### config.mk
export PLATFORM = sky130hd
export DESIGN_NAME = staged_heater_thermostat_top
export DESIGN_NICKNAME = d
export VERILOG_FILES = /design/src/sht_pkg.sv /design/src/sht_step.sv /design/src/staged_heater_thermostat_top.sv
export SDC_FILE = /design/constraint.sdc
export NUM_CORES = 1
export LEC_CHECK = 0
export BUFFER_PORTS_ARGS = -buffer_cell sky130_fd_sc_hd__buf_2
export CAP_MARGIN = 20
export CORE_MARGIN = 3
export CORE_UTILIZATION = 42
export CTS_CLUSTER_SIZE = 25
export DETAILED_ROUTE_END_ITERATION = 7
export PLACE_DENSITY = 0.66
export REMOVE_ABC_BUFFERS = 1
export SYNTH_ARGS = -nofsm -noshare
export SYNTH_HDL_FRONTEND = slang
export SYNTH_SLANG_ARGS = --single-unit
### constraint.sdc
create_clock -name clk -period 10.7 [get_ports clk]
set_input_delay 0.535 -clock clk [delete_from_list [all_inputs] [get_ports clk]]
set_output_delay 0.535 -clock clk [all_outputs]
set_load 0.005 [all_outputs]
### src/sht_pkg.sv
// shared types, register map and reset values for the staged heater thermostat
`default_nettype none

package sht_pkg;

  localparam int TempW    = 13;
  localparam int TimeW    = 32;
  localparam int DurW     = 24;
  localparam int StepW    = 16;
  localparam int WiperW   = 7;
  localparam int PosW     = 40;
  localparam int CfgIdxW  = 3;
  localparam int CfgDataW = 40;
  localparam int InDataW  = 64;
  localparam int OutDataW = 64;

  typedef enum logic [1:0] {
    LVL_OFF  = 2'd0,
    LVL_LOW  = 2'd1,
    LVL_MED  = 2'd2,
    LVL_HIGH = 2'd3
  } level_t;

  // register map
  localparam logic [CfgIdxW-1:0] REG_ON_HYST     = 3'd0;
  localparam logic [CfgIdxW-1:0] REG_OFF_HYST    = 3'd1;
  localparam logic [CfgIdxW-1:0] REG_MED_THRESH  = 3'd2;
  localparam logic [CfgIdxW-1:0] REG_HIGH_THRESH = 3'd3;
  localparam logic [CfgIdxW-1:0] REG_MIN_ON      = 3'd4;
  localparam logic [CfgIdxW-1:0] REG_MIN_OFF     = 3'd5;
  localparam logic [CfgIdxW-1:0] REG_STEP_PERIOD = 3'd6;
  localparam logic [CfgIdxW-1:0] REG_POSITIONS   = 3'd7;

  // byte lanes of the positions register
  localparam int POS_LOW  = 0;
  localparam int POS_MED  = 1;
  localparam int POS_HIGH = 2;
  localparam int POS_MIN  = 3;
  localparam int POS_MAX  = 4;

  typedef struct packed {
    logic signed [TempW-1:0] on_hysteresis;
    logic signed [TempW-1:0] off_hysteresis;
    logic signed [TempW-1:0] medium_threshold;
    logic signed [TempW-1:0] high_threshold;
    logic [DurW-1:0]         min_on_time;
    logic [DurW-1:0]         min_off_time;
    logic [StepW-1:0]        wiper_step_period;
    logic [PosW-1:0]         wiper_positions;
  } cfg_t;

  typedef struct packed {
    level_t              level;
    logic [WiperW-1:0]   wiper_pos;
    logic [TimeW-1:0]    on_since;
    logic [TimeW-1:0]    off_since;
    logic [TimeW-1:0]    last_step_time;
    logic                start_permit;
  } state_t;

  // first field in the highest bits
  typedef struct packed {
    logic signed [TempW-1:0] target_temp;
    logic signed [TempW-1:0] cabin_temp;
    logic                    enable;
    logic [TimeW-1:0]        now_ms;
  } in_item_t;

  typedef struct packed {
    logic [DurW-1:0]   wait_to_off;
    logic [DurW-1:0]   wait_to_on;
    logic              wiper_write;
    logic [WiperW-1:0] wiper;
    level_t            heat_level;
    logic              heater_on;
  } result_t;

  localparam cfg_t CFG_RESET = '{
    on_hysteresis:     13'sd16,
    off_hysteresis:    13'sd16,
    medium_threshold:  13'sd48,
    high_threshold:    13'sd80,
    min_on_time:       24'd60000,
    min_off_time:      24'd30000,
    wiper_step_period: 16'd50,
    wiper_positions:   40'd545467415572
  };

  localparam state_t STATE_RESET = '{
    level:          LVL_OFF,
    wiper_pos:      7'd20,
    on_since:       '0,
    off_since:      '0,
    last_step_time: '0,
    start_permit:   1'b1
  };

endpackage

`default_nettype wire

### src/sht_step.sv
// next-state and result logic for one thermostat sample
`default_nettype none

module sht_step (
  input  var sht_pkg::cfg_t     cfg,
  input  var sht_pkg::state_t   st,
  input  var sht_pkg::in_item_t item,
  output sht_pkg::state_t       st_next,
  output sht_pkg::result_t      res
);
  import sht_pkg::*;

  logic [WiperW-1:0]       pos_low, pos_med, pos_high, pos_min, pos_max;
  logic signed [TempW:0]   shortfall;
  logic signed [TempW:0]   off_limit;
  logic [TimeW-1:0]        on_el, off_el, step_el;
  logic [TimeW-1:0]        on_el_new, off_el_new;
  logic                    can_on, can_off;
  level_t                  staged, want;
  logic                    changed, to_off, to_on;
  logic [WiperW-1:0]       wiper_mid, goal_raw, goal;
  logic                    step_go;
  logic                    permit_new;

  function automatic logic [WiperW-1:0] clamp(input logic [WiperW-1:0] v,
                                              input logic [WiperW-1:0] lo,
                                              input logic [WiperW-1:0] hi);
    logic [WiperW-1:0] r;
    if (v < lo) begin
      r = lo;
    end else if (v > hi) begin
      r = hi;
    end else begin
      r = v;
    end
    return r;
  endfunction

  assign pos_low  = cfg.wiper_positions[8*POS_LOW  +: WiperW];
  assign pos_med  = cfg.wiper_positions[8*POS_MED  +: WiperW];
  assign pos_high = cfg.wiper_positions[8*POS_HIGH +: WiperW];
  assign pos_min  = cfg.wiper_positions[8*POS_MIN  +: WiperW];
  assign pos_max  = cfg.wiper_positions[8*POS_MAX  +: WiperW];

  assign shortfall = (TempW+1)'(item.target_temp) - (TempW+1)'(item.cabin_temp);
  assign off_limit = (TempW+1)'(item.target_temp) + (TempW+1)'(cfg.off_hysteresis);

  assign on_el   = item.now_ms - st.off_since;
  assign off_el  = item.now_ms - st.on_since;
  assign step_el = item.now_ms - st.last_step_time;

  assign can_on  = st.start_permit || (on_el >= TimeW'(cfg.min_off_time));
  assign can_off = off_el >= TimeW'(cfg.min_on_time);

  always_comb begin
    if (shortfall >= (TempW+1)'(cfg.high_threshold)) begin
      staged = LVL_HIGH;
    end else if (shortfall >= (TempW+1)'(cfg.medium_threshold)) begin
      staged = LVL_MED;
    end else begin
      staged = LVL_LOW;
    end
  end

  always_comb begin
    want = st.level;
    if (!item.enable) begin
      want = LVL_OFF;
    end else if (st.level == LVL_OFF) begin
      if (shortfall >= (TempW+1)'(cfg.on_hysteresis) && can_on) begin
        want = staged;
      end
    end else if ((TempW+1)'(item.cabin_temp) >= off_limit && can_off) begin
      want = LVL_OFF;
    end else begin
      want = staged;
    end
  end

  assign changed = want != st.level;
  assign to_off  = changed && (want == LVL_OFF);
  assign to_on   = changed && (want != LVL_OFF);

  // parking on the way to off, then slew toward the level's position
  assign wiper_mid = to_off ? clamp(pos_low, pos_min, pos_max) : st.wiper_pos;

  always_comb begin
    case (want)
      LVL_MED:  goal_raw = pos_med;
      LVL_HIGH: goal_raw = pos_high;
      default:  goal_raw = pos_low;
    endcase
  end

  assign goal    = clamp(goal_raw, pos_min, pos_max);
  assign step_go = item.enable && (step_el >= TimeW'(cfg.wiper_step_period)) &&
                   (wiper_mid != goal);

  assign permit_new = st.start_permit && !to_off;

  always_comb begin
    st_next                = st;
    st_next.level          = want;
    st_next.start_permit   = permit_new;
    st_next.off_since      = to_off ? item.now_ms : st.off_since;
    st_next.on_since       = to_on ? item.now_ms : st.on_since;
    st_next.wiper_pos      = wiper_mid;
    if (step_go) begin
      st_next.wiper_pos      = (wiper_mid < goal) ? wiper_mid + 1'b1 : wiper_mid - 1'b1;
      st_next.last_step_time = item.now_ms;
    end
  end

  // a stamp refreshed this sample means zero elapsed time
  assign on_el_new  = to_off ? '0 : on_el;
  assign off_el_new = to_on ? '0 : off_el;

  always_comb begin
    res.heater_on   = want != LVL_OFF;
    res.heat_level  = want;
    res.wiper       = st_next.wiper_pos;
    res.wiper_write = to_off || step_go;
    if (permit_new || on_el_new >= TimeW'(cfg.min_off_time)) begin
      res.wait_to_on = '0;
    end else begin
      res.wait_to_on = cfg.min_off_time - on_el_new[DurW-1:0];
    end
    if (off_el_new >= TimeW'(cfg.min_on_time)) begin
      res.wait_to_off = '0;
    end else begin
      res.wait_to_off = cfg.min_on_time - off_el_new[DurW-1:0];
    end
  end

endmodule

`default_nettype wire

### src/staged_heater_thermostat_top.sv
// top level of the staged heater thermostat: stream ports, config registers, state
`default_nettype none

// Staged heater thermostat. Each input beat carries a millisecond stamp, an
// enable bit and the cabin and target temperatures; each one gives exactly one
// output beat with the heat level, the potentiometer wiper position, a wiper
// write flag and the remaining minimum on and off waits. The block takes one
// beat per clock at full rate while the output is not stalled: a beat lands
// in an input register, and the thermostat state and the result register are
// updated from it once the result register is free or being read. The state
// update is a combinational loop (stamp subtractions, threshold compares, level
// choice), which is what lets the next beat follow right behind. Configuration
// writes are taken on any cycle with cfg_we high and should only be issued while
// no beat is in flight.
module staged_heater_thermostat_top (
  input  wire                           clk,
  input  wire                           rst,
  // input stream
  input  wire                           s_tvalid,
  output logic                          s_tready,
  // tdata: now_ms[31:0], enable[32], cabin_temp[45:33], target_temp[58:46], zero pad
  input  wire  [sht_pkg::InDataW-1:0]   s_tdata,
  // output stream
  output logic                          m_tvalid,
  input  wire                           m_tready,
  // tdata: heater_on[0], heat_level[2:1], wiper[9:3], wiper_write[10],
  //        wait_to_on[34:11], wait_to_off[58:35], zero pad
  output logic [sht_pkg::OutDataW-1:0]  m_tdata,
  // register write port
  input  wire                           cfg_we,
  input  wire  [sht_pkg::CfgIdxW-1:0]   cfg_index,
  input  wire  [sht_pkg::CfgDataW-1:0]  cfg_data
);
  import sht_pkg::*;

  localparam int ItemW = $bits(in_item_t);
  localparam int ResW  = $bits(result_t);

  cfg_t     cfg;
  state_t   st;
  state_t   st_next;
  in_item_t in_item;
  logic     in_valid;
  result_t  res_next;
  result_t  res;
  logic     fire;

  // config registers
  always_ff @(posedge clk) begin
    if (rst) begin
      cfg <= CFG_RESET;
    end else if (cfg_we) begin
      case (cfg_index)
        REG_ON_HYST:     cfg.on_hysteresis     <= cfg_data[TempW-1:0];
        REG_OFF_HYST:    cfg.off_hysteresis    <= cfg_data[TempW-1:0];
        REG_MED_THRESH:  cfg.medium_threshold  <= cfg_data[TempW-1:0];
        REG_HIGH_THRESH: cfg.high_threshold    <= cfg_data[TempW-1:0];
        REG_MIN_ON:      cfg.min_on_time       <= cfg_data[DurW-1:0];
        REG_MIN_OFF:     cfg.min_off_time      <= cfg_data[DurW-1:0];
        REG_STEP_PERIOD: cfg.wiper_step_period <= cfg_data[StepW-1:0];
        REG_POSITIONS:   cfg.wiper_positions   <= cfg_data[PosW-1:0];
        default: ;
      endcase
    end
  end

  // the update fires when a sample is waiting and the result slot frees up
  assign fire     = in_valid && (!m_tvalid || m_tready);
  assign s_tready = !in_valid || fire;

  // input register
  always_ff @(posedge clk) begin
    if (rst) begin
      in_valid <= 1'b0;
    end else if (s_tready) begin
      in_valid <= s_tvalid;
    end
  end

  always_ff @(posedge clk) begin
    if (s_tready && s_tvalid) begin
      in_item <= in_item_t'(s_tdata[ItemW-1:0]);
    end
  end

  sht_step u_step (
    .cfg     (cfg),
    .st      (st),
    .item    (in_item),
    .st_next (st_next),
    .res     (res_next)
  );

  // thermostat state, advanced once per sample
  always_ff @(posedge clk) begin
    if (rst) begin
      st <= STATE_RESET;
    end else if (fire) begin
      st <= st_next;
    end
  end

  // result register
  always_ff @(posedge clk) begin
    if (rst) begin
      m_tvalid <= 1'b0;
    end else if (fire) begin
      m_tvalid <= 1'b1;
    end else if (m_tready) begin
      m_tvalid <= 1'b0;
    end
  end

  always_ff @(posedge clk) begin
    if (fire) begin
      res <= res_next;
    end
  end

  assign m_tdata = {(OutDataW-ResW)'(0), res};

  // going off always revokes the free first start
  a_off_revokes_permit: assert property (@(posedge clk) disable iff (rst)
    fire && st.level != LVL_OFF && st_next.level == LVL_OFF |=> !st.start_permit)
    else $error("start permit kept after turning off");

  // the wiper only moves on a beat that reports a wiper write
  a_wiper_moves_with_write: assert property (@(posedge clk) disable iff (rst)
    fire && !res_next.wiper_write |-> st_next.wiper_pos == st.wiper_pos)
    else $error("wiper moved without a write");

  // a waiting sample is never overwritten
  a_no_overwrite: assert property (@(posedge clk) disable iff (rst)
    in_valid && !fire |-> !s_tready)
    else $error("input register overwritten");

  // the reported level is the level held for the next sample
  a_level_matches_state: assert property (@(posedge clk) disable iff (rst)
    fire |=> res.heat_level == st.level && res.heater_on == (st.level != LVL_OFF))
    else $error("reported level differs from state");

endmodule

`default_nettype wire
# == Word level (Yosys, flattened, before mapping) ==
# Index checks and enable logic that the tools add are counted.
# word_totals
reg_bits,381
in_bits,112
out_inout_bits,66
word_cells,111
# op_classes
addsub,9
n_lt_le_gt_ge,14
n_eq_ne,11
mux,18
reduce_logical,33
# ops
operator,n
32-bit by 24-bit greater-or-equal comparator with 1-bit output,4
32-bit subtractor,3
32-bit two-way mux,2
7-bit two-way mux,7
24-bit subtractor,2
14-bit by 13-bit greater-or-equal comparator with 1-bit output,3
32-bit by 16-bit greater-or-equal comparator with 1-bit output,1
2-bit AND reduction,11
7-bit < comparator,3
13-bit by 13-bit adder with 14-bit output,1
13-bit by 14-bit greater-or-equal comparator with 1-bit output,1
7-bit greater-than comparator,2
7-bit case mux with 2 select lines,1
13-bit by 13-bit subtractor with 14-bit output,1
3-bit == test (second input constant),4
2-bit two-way mux,6
1-bit logical AND,9
7-bit by 1-bit adder with 7-bit output (second input constant),1
7-bit != test,1
7-bit by 1-bit subtractor with 7-bit output (second input constant),1
3-bit by 2-bit == test with 1-bit output (second input constant),2
1-bit logical OR,5
2-bit == test (second input constant),2
2-bit logical NOT,2
other kinds (6),10

# == Logic depth before layout (Yosys ltp) ==
# Gate-level depths: netlist of run 1.
# logic_depth
word_depth,15
ltp_mapped,53
depth_no_buf,52

# == By module ==
# From an unflattened synthesis of run 1, not the netlist that was laid out.
# hier_totals
hier_cells,3612
area_unflattened_um2,29727.3
# modules_own_cells
module,n_inst,cells_per_inst,area_each_um2,seq_area_each_um2
sht_step,1,2334,15876.5,0.0
staged_heater_thermostat_top,1,1278,13850.8,8828.5

# == Least setup slack after synthesis of run 1 ==
# OpenSTA, ideal clock, no wires.
# synth_timing
path_kind,register -> register
startpoint,reg in_item[0] (netlist bit)
endpoint,reg st[102] (netlist name)
setup_ns,0.115
arrival_time_ns,9.076
required_time_ns,10.585
path_slack_ns,1.510
path_stages_with_launch,52
path_buffers,1
period_less_slack_ns,9.190
cell_sequence,edfxtp_1 inv_1 ha_1 inv_1 fa_1 a21o_1 a21oi_1 nand3b_1 a21oi_1 o211a_1 nor2_1 o21ai_0 xor2_1 ha_1 a21o_1 a21o_1 a21o_1 a21o_1 [16 not listed] ha_1 nor2b_1 o21a_1 o21ai_0 nand2b_1 a21oi_1 nor2b_1 o21ai_0 nand2b_1 ha_1 and3_1 o21ai_0 inv_1 or4_1 o221ai_1 xor2_1 o21ai_0 o21a_1
# synth_lines
item,line,source
"start, declared",staged_heater_thermostat_top.sv:42,in_item_t in_item;
"start signal, assigned",staged_heater_thermostat_top.sv:82,in_item <= in_item_t'(s_tdata[ItemW-1:0]);

==> summary.md, run 1 <==
| Metric | Value |
|---|---|
| Outcome | complete, no violations |
| Complex-gate fraction of the synthesized area | 19.0% |
| Total CTS buffers | 46 |
| Top Ports | 178 |
| Crit-path max cell delay | 0.46 ns |
| Critical Path RT | 11.18 ns |
| Max-slew violations | 0 |
| Min-Delay Path Class | input port to flop |
| Final setup violation count | 0 |
| Syn avg cell area | 8.25 µm² |
| DRT iter0 DRCs | 1695 |
| Vias per cell | 5.30 |
| Simple-gate share of the synthesized area | 17.5% |
| Largest net degree at the start of global routing | 93 |
| WL final | 76300 µm |
| First-pass GRT wire length | 118000 µm |
| Clock buffer depth | 3 |
| Post-layout util | 48.2% |
| Post-Syn Area | 0.0272 mm² |
| Root buf cell | clkbuf_16 |
| Chip width | 261 µm |
| EDFF count, synth | 118 |
| # clock sinks | 377 |
| Async SR Flop Fraction | 0% |
| Fmax | 99.5 MHz |
| Min Tclk post-route | 10.05 ns |
| Area growth from synthesis to layout | 12.5% |
| Antenna violations before repair | 0 |
| Mux cell area share after synthesis | 3.00% |
| RSZ-0062 raised after global routing | false |
| Post-synth top area share | 19.1% |
| Synthesis Warnings | 0 |
| Final Hold Fails | 0 |
| Port Buffers | 165 |
| Cell count after synthesis | 3300 |
| CTS tree | done |
| Arrival time at the worst endpoint | 10.54 ns |
| Max Cap Viol | 0 |
| Via count | 22908 |
| Slew HR | 34.2% |
| Drt pass-1 iters | 6 |
| Library cells used by synthesis | 93 |
| Crit. End Element | flop |
| Yosys reg bits | 377 |
| # placed instances | 4226 |
| Placed Area | 0.0289 mm² |
| Worst path slowest cell | edfxtp_1 |
| Worst-Margin Slew | 0.983 ns |
| Initial Util | 42.8% |
| DIE AREA | 0.0679 mm² |
| Crit-path most repeated cell | a21o_1 |
| Main combinational cell family by area after synthesis | compound AO/OA/AOI/OAI gates |
| Layout cell share with drive strength beyond 1 | 11.1% |
| P_leak | 13.0 nW |
| CP startpoint kind | flop |
| Vert. Die Dim | 261 µm |
| Layout Nets | 3926 |
| Skew-Pair Late Insertion Delay | 0.59 ns |
| # DRC | 0 |
| Dominant synthesized flop cell | dfxtp_1 |
| Hold_ws | 0.114 ns |
| Largest cells by area after synthesis | dfxtp_1 (19%), ha_1 (17%), edfxtp_1 (13%) |
| Finished Cell Area | 0.0306 mm² |
| # rows | 92 |
| Sequential share of the synthesized area | 32.1% |
| GRT Total Usage | 22.1% |
| Fin Setup TNS | 0 ns |
| Setup CP Type | flop to flop |
| Final antenna-violating net count | 0 |
| Post-Synth Adder-Cell Area | 17.6% |
| Fraction of synthesized cell area in xor and xnor cells | 3.96% |
| Most common cell in the synthesized netlist | nand2_1 |
| FF+latch area | 0.00873 mm² |
| Core area | 0.0635 mm² |
| H-tree Lvls | 2 |
| Multi-input gate area | 0.0168 mm² |
| Final Non-Filler Cells | 4320 |
| GP Congestion | 0.898 |
| Crit path max fanout | 7 |
| Avg WL per Cell | 17.7 µm |
| Peak VDD IR | 0.000139 V |
| Top cells by count, synth | nand2_1 (556), ha_1 (371), a21oi_1 (351) |
| Part of the cycle the worst path needs | 94.0% |
| Filler Cell Count | 6180 |
| Clock Skew | 0.0206 ns |
| Remaining Overflow, GRT | 0 |
| Reg clk slew, reported paths | 0.06 ns |
| Synth area leader | dfxtp_1 |
| Number of global-route vias before repair | 21225 |
| Post-DP HPWL | 57400 µm |
| PwrDens | 159 mW/mm² |
## layout by cell type (no fill, tap or decap), drive strengths merged, types with 44 or more instances in the layout
master and instances:
mux2i 50, ha 371, clkbuf 57, a21oi 352
nor2 206, xnor2 74, nor2b 47, inv 341
dfxtp 259, edfxtp 118, buf 212, o21ai 115
nand2b 44, nand2 556, xor2 49, a21o 127
## where the power goes
group          switching (mW)  total, mW  internal (mW)
logic                   0.954       1.64          0.685
registers              0.0476       1.61           1.57
clock network           0.673       1.62          0.947
total                    1.67       4.87           3.20
## registers in the layout (all words and copies together) (netlist names)
signal	cells
m_tdata	59
in_valid	1
cfg	151
st	106
m_tvalid	1
in_item	59
## worst max-delay path, delay by kind of cell, from the launching register on
kind            cells  cell delay, ns
fa+ha+maj           6            1.78
buf+inv             4            0.44
mux                 3            0.88
xor+xnor            2            0.33
compound gates     26            4.36
flops               1            0.46
simple gates       10            1.70
## layout make-up
| cell class | count | area share [%] |
|---|---|---|
| Multi-Input combinational cell | 2462 | 54.8 |
| Clock buffer | 56 | 4.12 |
| Inverter | 335 | 4.11 |
| Tap cell | 846 | 3.46 |
| Timing Repair Buffer | 213 | 4.01 |
| Clock inverter | 30 | 1.02 |
| Sequential cell | 377 | 28.5 |
| Antenna cell | 1 | 0.00818 |
## through the flow
stage	power (mW)	worst slack [ns]
after floorplan	2.78	1.17
after global placement	3.20	0.443
after detailed placement	3.22	0.326
after CTS	4.86	0.300
after global routing	5.17	0.0123
final	4.87	0.646
## path summary, 6_finish.rpt
kind | startpoint | end | slack (ns) | cells past startpoint
max | in_item[0] | st[102] | 0.65 | 51
min | s_tdata[29] | in_item[29] | 0.11 | 1
max reg2reg | in_item[0] | st[102] | 0.65 | 51
min reg2reg | st[76] | st[76] | 0.45 | 2
## metal layers
layer / GRT usage, % / up-vias / routed length (µm) / share of wire [%]
li1: - / 11650 / - / -
met1: 31.0 / 10593 / 35800 / 47
met4: 6.80 / 0 / 2200 / 2.9
met3: 3.52 / 116 / 4680 / 6.1
met5: 0 / - / 0 / 0
met2: 34.8 / 549 / 33700 / 44
## kinds of logic (layout without fill, tap and decap cells)
logic type | count (synthesis) | count (layout)
XOR/XNOR | 123 | 123
adder cells (fa/ha/maj) | 379 | 379
other | 1 | 6
AND/OR/NAND/NOR | 1059 | 1059
buffers and inverters | 465 | 634
multiplexers | 76 | 76
flip-flops | 377 | 377
AO/OA/AOI/OAI | 820 | 820
## timing repair
item,in CTS,in global routing
setup buffers,0,7
hold buffers,0,0
resized for setup,0,21
endpoints found under the setup margin,0,8
(Power assumes the default switching activity.)
==> inputs of run 2 (changes only) <==
--- a/config.mk
+++ b/config.mk
@@ -5,6 +5,7 @@
 export SDC_FILE = /design/constraint.sdc
 export NUM_CORES = 1
 export LEC_CHECK = 0
+export ABC_AREA = 1
 export BUFFER_PORTS_ARGS = -buffer_cell sky130_fd_sc_hd__buf_2
 export CAP_MARGIN = 20
 export CORE_MARGIN = 3
==> summary.md, run 2 <==
| Metric | Value |
|---|---|
| Clock buffer depth | 3 |
| Synth area leader | dfxtp_1 |
| Largest cells by area after synthesis | dfxtp_1 (19%), ha_1 (17%), edfxtp_1 (13%) |
| Multi-input gate area | 0.0161 mm² |
| Top cells by count, synth | nand2_1 (768), inv_1 (555), a21oi_1 (438) |
| Setup ws final | 1.44 ns |
| Commonest non-fill, non-tap cell in the layout | nand2_1 |
| Largest register FFs | 151 |
| Post-synth top area share | 18.9% |
| Min Tclk post-route | 9.26 ns |
| Layout cell share with drive strength beyond 1 | 8.07% |
| Core area | 0.0638 mm² |
| RSZ-0062 raised after global routing | false |
| CTS tree | done |
| Crit-path most repeated cell | nand2_1 |
| Outcome | complete, no violations |
| Final antenna-violating net count | 0 |
| Most frequent cells in the layout | nand2_1 (768), inv_1 (553), a21oi_1 (438) |
| Yosys reg bits | 377 |
| WL final | 78800 µm |
| Post-CTS Setup Bufs | 0 |
| Max Cap Viol | 0 |
| Crit path max fanout | 12 |
| Post-DP HPWL | 60600 µm |
| Avg WL per Cell | 16.6 µm |
| Part of the cycle the worst path needs | 86.6% |
| DIE AREA | 0.0683 mm² |
| Final Hold Fails | 0 |
| Initial Util | 42.9% |
| Layout Nets | 4358 |
| EDFF count, synth | 118 |
| Cell count after synthesis | 3732 |
| Worst path slowest cell | fa_1 |
| Placed Area | 0.0290 mm² |
| # clock sinks | 377 |
| PwrDens | 175 mW/mm² |
| # DRC | 0 |
| Total CTS buffers | 45 |
| Remaining Overflow, GRT | 0 |
| Synthesis Warnings | 0 |
| Filler Cell Count | 6430 |
| Vert. Die Dim | 261 µm |
| Dominant synthesized flop cell | dfxtp_1 |
| Min-Delay Path Class | input port to flop |
| Antenna violations before repair | 1 |
| DRT iter0 DRCs | 1741 |
| Reg2Reg Setup Slack | 1.44 ns |
| Final setup violation count | 0 |
| Worst-Margin Slew | 1.05 ns |
| Drt pass-1 iters | 5 |
| Area growth from synthesis to layout | 11.3% |
| GP Congestion | 0.937 |
| Finished Cell Area | 0.0305 mm² |
| Slew HR | 29.8% |
| First-pass GRT wire length | 122000 µm |
| Crit-path max cell delay | 0.51 ns |
| # rows | 92 |
| Clock Skew | 0.0321 ns |
| Post-CTS resize count | 0 |
| Fmax | 108 MHz |
| Root buf cell | clkbuf_16 |
| Post-Syn Area | 0.0274 mm² |
| Crit. End Element | flop |
| Ant. Diodes | 0 |
| Async SR Flop Fraction | 0% |
| Dpl ws | 1.48 ns |
| Sequential share of the synthesized area | 31.9% |
| Syn avg cell area | 7.34 µm² |
| Cts hold-fix bufs | 0 |
| Port Buffers | 165 |
| Setup CP Type | flop to flop |
| Skew-Pair Late Insertion Delay | 0.60 ns |
| Via count | 24454 |
| Number of global-route vias before repair | 22506 |
| Largest regs | cfg: 151 flops, st: 106 flops |
| Critical Path RT | 11.05 ns |
| Fin Setup TNS | 0 ns |
| Top Ports | 178 |
| Top delay family on crit path | compound AO/OA/AOI/OAI gates |
| FF+latch area | 0.00873 mm² |
| Library cells used by synthesis | 60 |
| CP startpoint kind | flop |
| P_leak | 14.4 nW |
| Chip width | 261 µm |
| Most common cell in the synthesized netlist | nand2_1 |
| Reg clk slew, reported paths | 0.06 ns |
| Largest net degree at the start of global routing | 98 |
| GRT Total Usage | 22.6% |
| Peak VDD IR | 0.000112 V |
| Arrival time at the worst endpoint | 9.61 ns |
| H-tree Lvls | 2 |
| Reg with most FFs | cfg |
| Vias per cell | 5.15 |
| Max-slew violations | 0 |
| WP buf/inv | 7 |
-- run 2: final cells by class --
| type | instances | share of cell area [%] |
|---|---|---|
| Clock inverter | 10 | 0.250 |
| Inverter | 571 | 7.05 |
| Clock buffer | 72 | 4.72 |
| Sequential cell | 377 | 28.6 |
| Timing Repair Buffer | 178 | 3.03 |
| Multi-Input combinational cell | 2694 | 52.8 |
| Tap cell | 846 | 3.47 |
-- run 2: logic make-up (layout without fill, tap and decap cells) --
group	count (synthesis)	count (layout)	synth area share, %
fa+ha+maj	379	379	17.5
simple gates	1296	1296	19.5
xor+xnor	131	131	4.22
compound gates	883	883	17.5
flops	377	377	31.9
other cells	1	5	0.0137
buf+inv	665	831	9.37
-- run 2: power by group --
group          internal (mW)  switching, mW  leakage [nW]
logic                  0.782           1.34          10.4
registers               1.59         0.0556          3.25
clock network          0.925          0.645         0.745
-- run 2: worst paths after layout --
kind	start	end	depth (start not counted)
max	in_item[46]	m_tdata[9]	59
min	s_tdata[34]	in_item[34]	1
max reg2reg	in_item[46]	m_tdata[9]	59
min reg2reg	st[50]	st[50]	2
-- run 2: layer usage --
metal	GRT usage, %	share of wire (%)	up-vias
li1	-	-	12613
met1	30.6	47	11185
met2	37.6	45	533
met3	3.36	5.6	123
met4	6.16	2.8	0
met5	0	0	-
-- run 2: per-stage QoR --
step	power (mW)	hold WS [ns]	cells	utilization, %
finish	5.34	0.109	4748	47.8
global route	5.75	0.0835	4748	47.8
CTS	5.37	0.0794	4748	47.8
detailed placement	3.78	0.446	4666	45.4
global placement	3.74	0.448	4666	45.4
floorplan	3.25	0.430	3642	-
==> inputs of run 3 (changes only) <==
--- a/config.mk
+++ b/config.mk
@@ -8,6 +8,7 @@
 export ABC_AREA = 1
 export BUFFER_PORTS_ARGS = -buffer_cell sky130_fd_sc_hd__buf_2
 export CAP_MARGIN = 20
+export CORE_ASPECT_RATIO = 0.9
 export CORE_MARGIN = 3
 export CORE_UTILIZATION = 42
 export CTS_CLUSTER_SIZE = 25
==> summary.md, run 3 (same netlist as run 2, synthesis figures left out) <==
| Metric | Value |
|---|---|
| Final Hold Fails | 0 |
| Avg WL per Cell | 16.3 µm |
| Crit-path most repeated cell | nand2_1 |
| CP startpoint kind | flop |
| Setup CP Type | flop to flop |
| Flop pwr share | 30.8% |
| Worst r2r src | in_item[46] |
| Remaining Overflow, GRT | 0 |
| P_leak | 14.4 nW |
| Combinational group share of total power | 39.9% |
| R2R depth | 59 |
| Most frequent cells in the layout | nand2_1 (768), inv_1 (553), a21oi_1 (438) |
| DRT iter0 DRCs | 1594 |
| Initial Util | 42.6% |
| # DRC | 0 |
| Switching Share | 38.3% |
| Number of global-route vias before repair | 22159 |
| Min Tclk post-route | 9.45 ns |
| Fin Setup TNS | 0 ns |
| Crit. path cell count | 59 |
| Post-DP HPWL | 59800 µm |
| Filler Cell Count | 6474 |
| Post-CTS Setup Bufs | 0 |
| Via count | 24136 |
| Total CTS buffers | 45 |
| Fmax | 106 MHz |
| Final setup violation count | 0 |
| Port Buffers | 165 |
| Top delay family on crit path | compound AO/OA/AOI/OAI gates |
| Core area | 0.0643 mm² |
| Crit path capture | m_tdata[9] |
| Area growth from synthesis to layout | 11.4% |
| Clock buffer depth | 3 |
| Layout cell share with drive strength beyond 1 | 8.27% |
| # rows | 88 |
| Met3 Wirelength | 4010 µm |
| WL final | 77700 µm |
| DR WL met2 | 34400 µm |
| GRT Total Usage | 22.4% |
| Max-slew violations | 0 |
| Drt pass-1 iters | 6 |
| Min-Delay Path Class | input port to flop |
| First-pass GRT wire length | 121000 µm |
| Switching power | 2.04 mW |
| Worst setup path startpoint | in_item[46] |
| Multi-input gate area | 0.0161 mm² |
| Hold_ws | 0.117 ns |
| Critical Path RT | 11.04 ns |
| Worst path slowest cell | fa_1 |
| Top Ports | 178 |
| Layout Nets | 4363 |
| GP Congestion | 0.949 |
| Crit path max fanout | 12 |
| R2r endpoint | m_tdata[9] |
| Max Cap Viol | 0 |
| Vias per cell | 5.07 |
| Largest regs | cfg: 151 flops, st: 106 flops |
| Crit. End Element | flop |
| Cts hold-fix bufs | 0 |
| FF+latch area | 0.00873 mm² |
| Antenna violations before repair | 2 |
| Root buf cell | clkbuf_16 |
| Metal-1 WL | 37000 µm |
| Peak VDD IR | 0.000147 V |
| Worst-Margin Slew | 1.09 ns |
| Crit-path max cell delay | 0.52 ns |
| Post-CTS resize count | 0 |
| Slew HR | 27.2% |
| Clock Skew | 0.0351 ns |
| Skew-Pair Late Insertion Delay | 0.59 ns |
| PwrDens | 174 mW/mm² |
| Commonest non-fill, non-tap cell in the layout | nand2_1 |
| H-tree Lvls | 2 |
| RSZ-0062 raised after global routing | false |
| WP buf/inv | 7 |
| Clk pwr share | 29.2% |
| Outcome | complete, no violations |
| CTS tree | done |
| Reg clk slew, reported paths | 0.06 ns |
| Largest register FFs | 151 |
| Reg2Reg Setup Slack | 1.25 ns |
| Int Power | 3.29 mW |
| # clock sinks | 377 |
| Final antenna-violating net count | 0 |
| DIE AREA | 0.0683 mm² |
| Part of the cycle the worst path needs | 88.4% |
| Vert. Die Dim | 248 µm |
| Arrival time at the worst endpoint | 9.80 ns |
| Reg with most FFs | cfg |
| Largest net degree at the start of global routing | 135 |
| DR top layer | met4 |
| Chip width | 275 µm |
run 3: cell types whose count changed in the layout (fill, tap and decap cells not counted):
| cell | previous run | this run |
|---|---|---|
| clkinv_2 | 5 | 11 |
| clkbuf_1 | 12 | 7 |
| buf_4 | 13 | 17 |
| clkbuf_8 | 8 | 5 |
| clkinv_1 | 2 | 5 |
| bufinv_16 | 0 | 2 |
| clkbuf_16 | 51 | 49 |
| clkbuf_4 | 1 | 0 |
| clkinv_4 | 1 | 2 |
| clkinv_8 | 1 | 0 |
| diode_2 | 0 | 1 |
| inv_4 | 1 | 2 |
| inv_6 | 3 | 4 |
run 3: area by class of cell:
type / count / area share [%]
multi-input combinational: 2694 / 52.8
sequential: 377 / 28.6
inverter: 571 / 7.04
clock buffer: 60 / 4.28
tap: 855 / 3.50
timing repair buffer: 183 / 3.17
clock inverter: 23 / 0.607
antenna: 1 / 0.00820
run 3: worst reg2reg max path, delay by kind of cell (launching register included):
kind | cells | cell delay (ns)
compound gates | 18 | 2.96
xor+xnor | 3 | 0.53
fa+ha+maj | 6 | 2.03
buf+inv | 7 | 0.58
flops | 1 | 0.40
simple gates | 25 | 2.70
run 3: worst min-delay path by stage:
stage / to / cells past startpoint / from / slack [ns]
floorplan: cfg[10] / 2 / cfg[10] / 0.43
global placement: cfg[13] / 2 / cfg[13] / 0.44
detailed placement: cfg[13] / 2 / cfg[13] / 0.45
CTS: in_item[0] / 1 / s_tdata[0] / 0.08
global route: in_item[23] / 1 / s_tdata[23] / 0.09
finish: in_item[47] / 1 / s_tdata[47] / 0.12
run 3: stage by stage:
stage / worst slack [ns] / total power [mW] / instance area, µm² / util, % / instances
2_1_floorplan: 2.59 / 3.25 / 27000 / - / 3642
4_1_cts: 1.40 / 5.36 / 30500 / 47.4 / 4762
5_1_grt: 0.266 / 5.75 / 30500 / 47.5 / 4763
3_5_place_dp: 1.47 / 3.78 / 29000 / 45.1 / 4679
6_report: 1.25 / 5.32 / 30500 / 47.5 / 4764
3_3_place_gp: 1.46 / 3.74 / 29000 / 45.1 / 4679
run 3: metal layers:
metal / vias up / global-route usage (%)
met3: 113 / 2.56
met5: - / 0
met2: 517 / 36.2
met4: 0 / 6.72
li1: 12635 / -
met1: 10871 / 31.4
run 3: power groups by stage:
stage	Sequential, mW	Combinational [mW]	Clock [mW]
2_1_floorplan	1.66	1.60	0
3_3_place_gp	1.67	2.07	0
3_5_place_dp	1.67	2.10	0
4_1_cts	1.64	2.12	1.60
5_1_grt	1.65	2.45	1.65
6_report	1.64	2.13	1.56
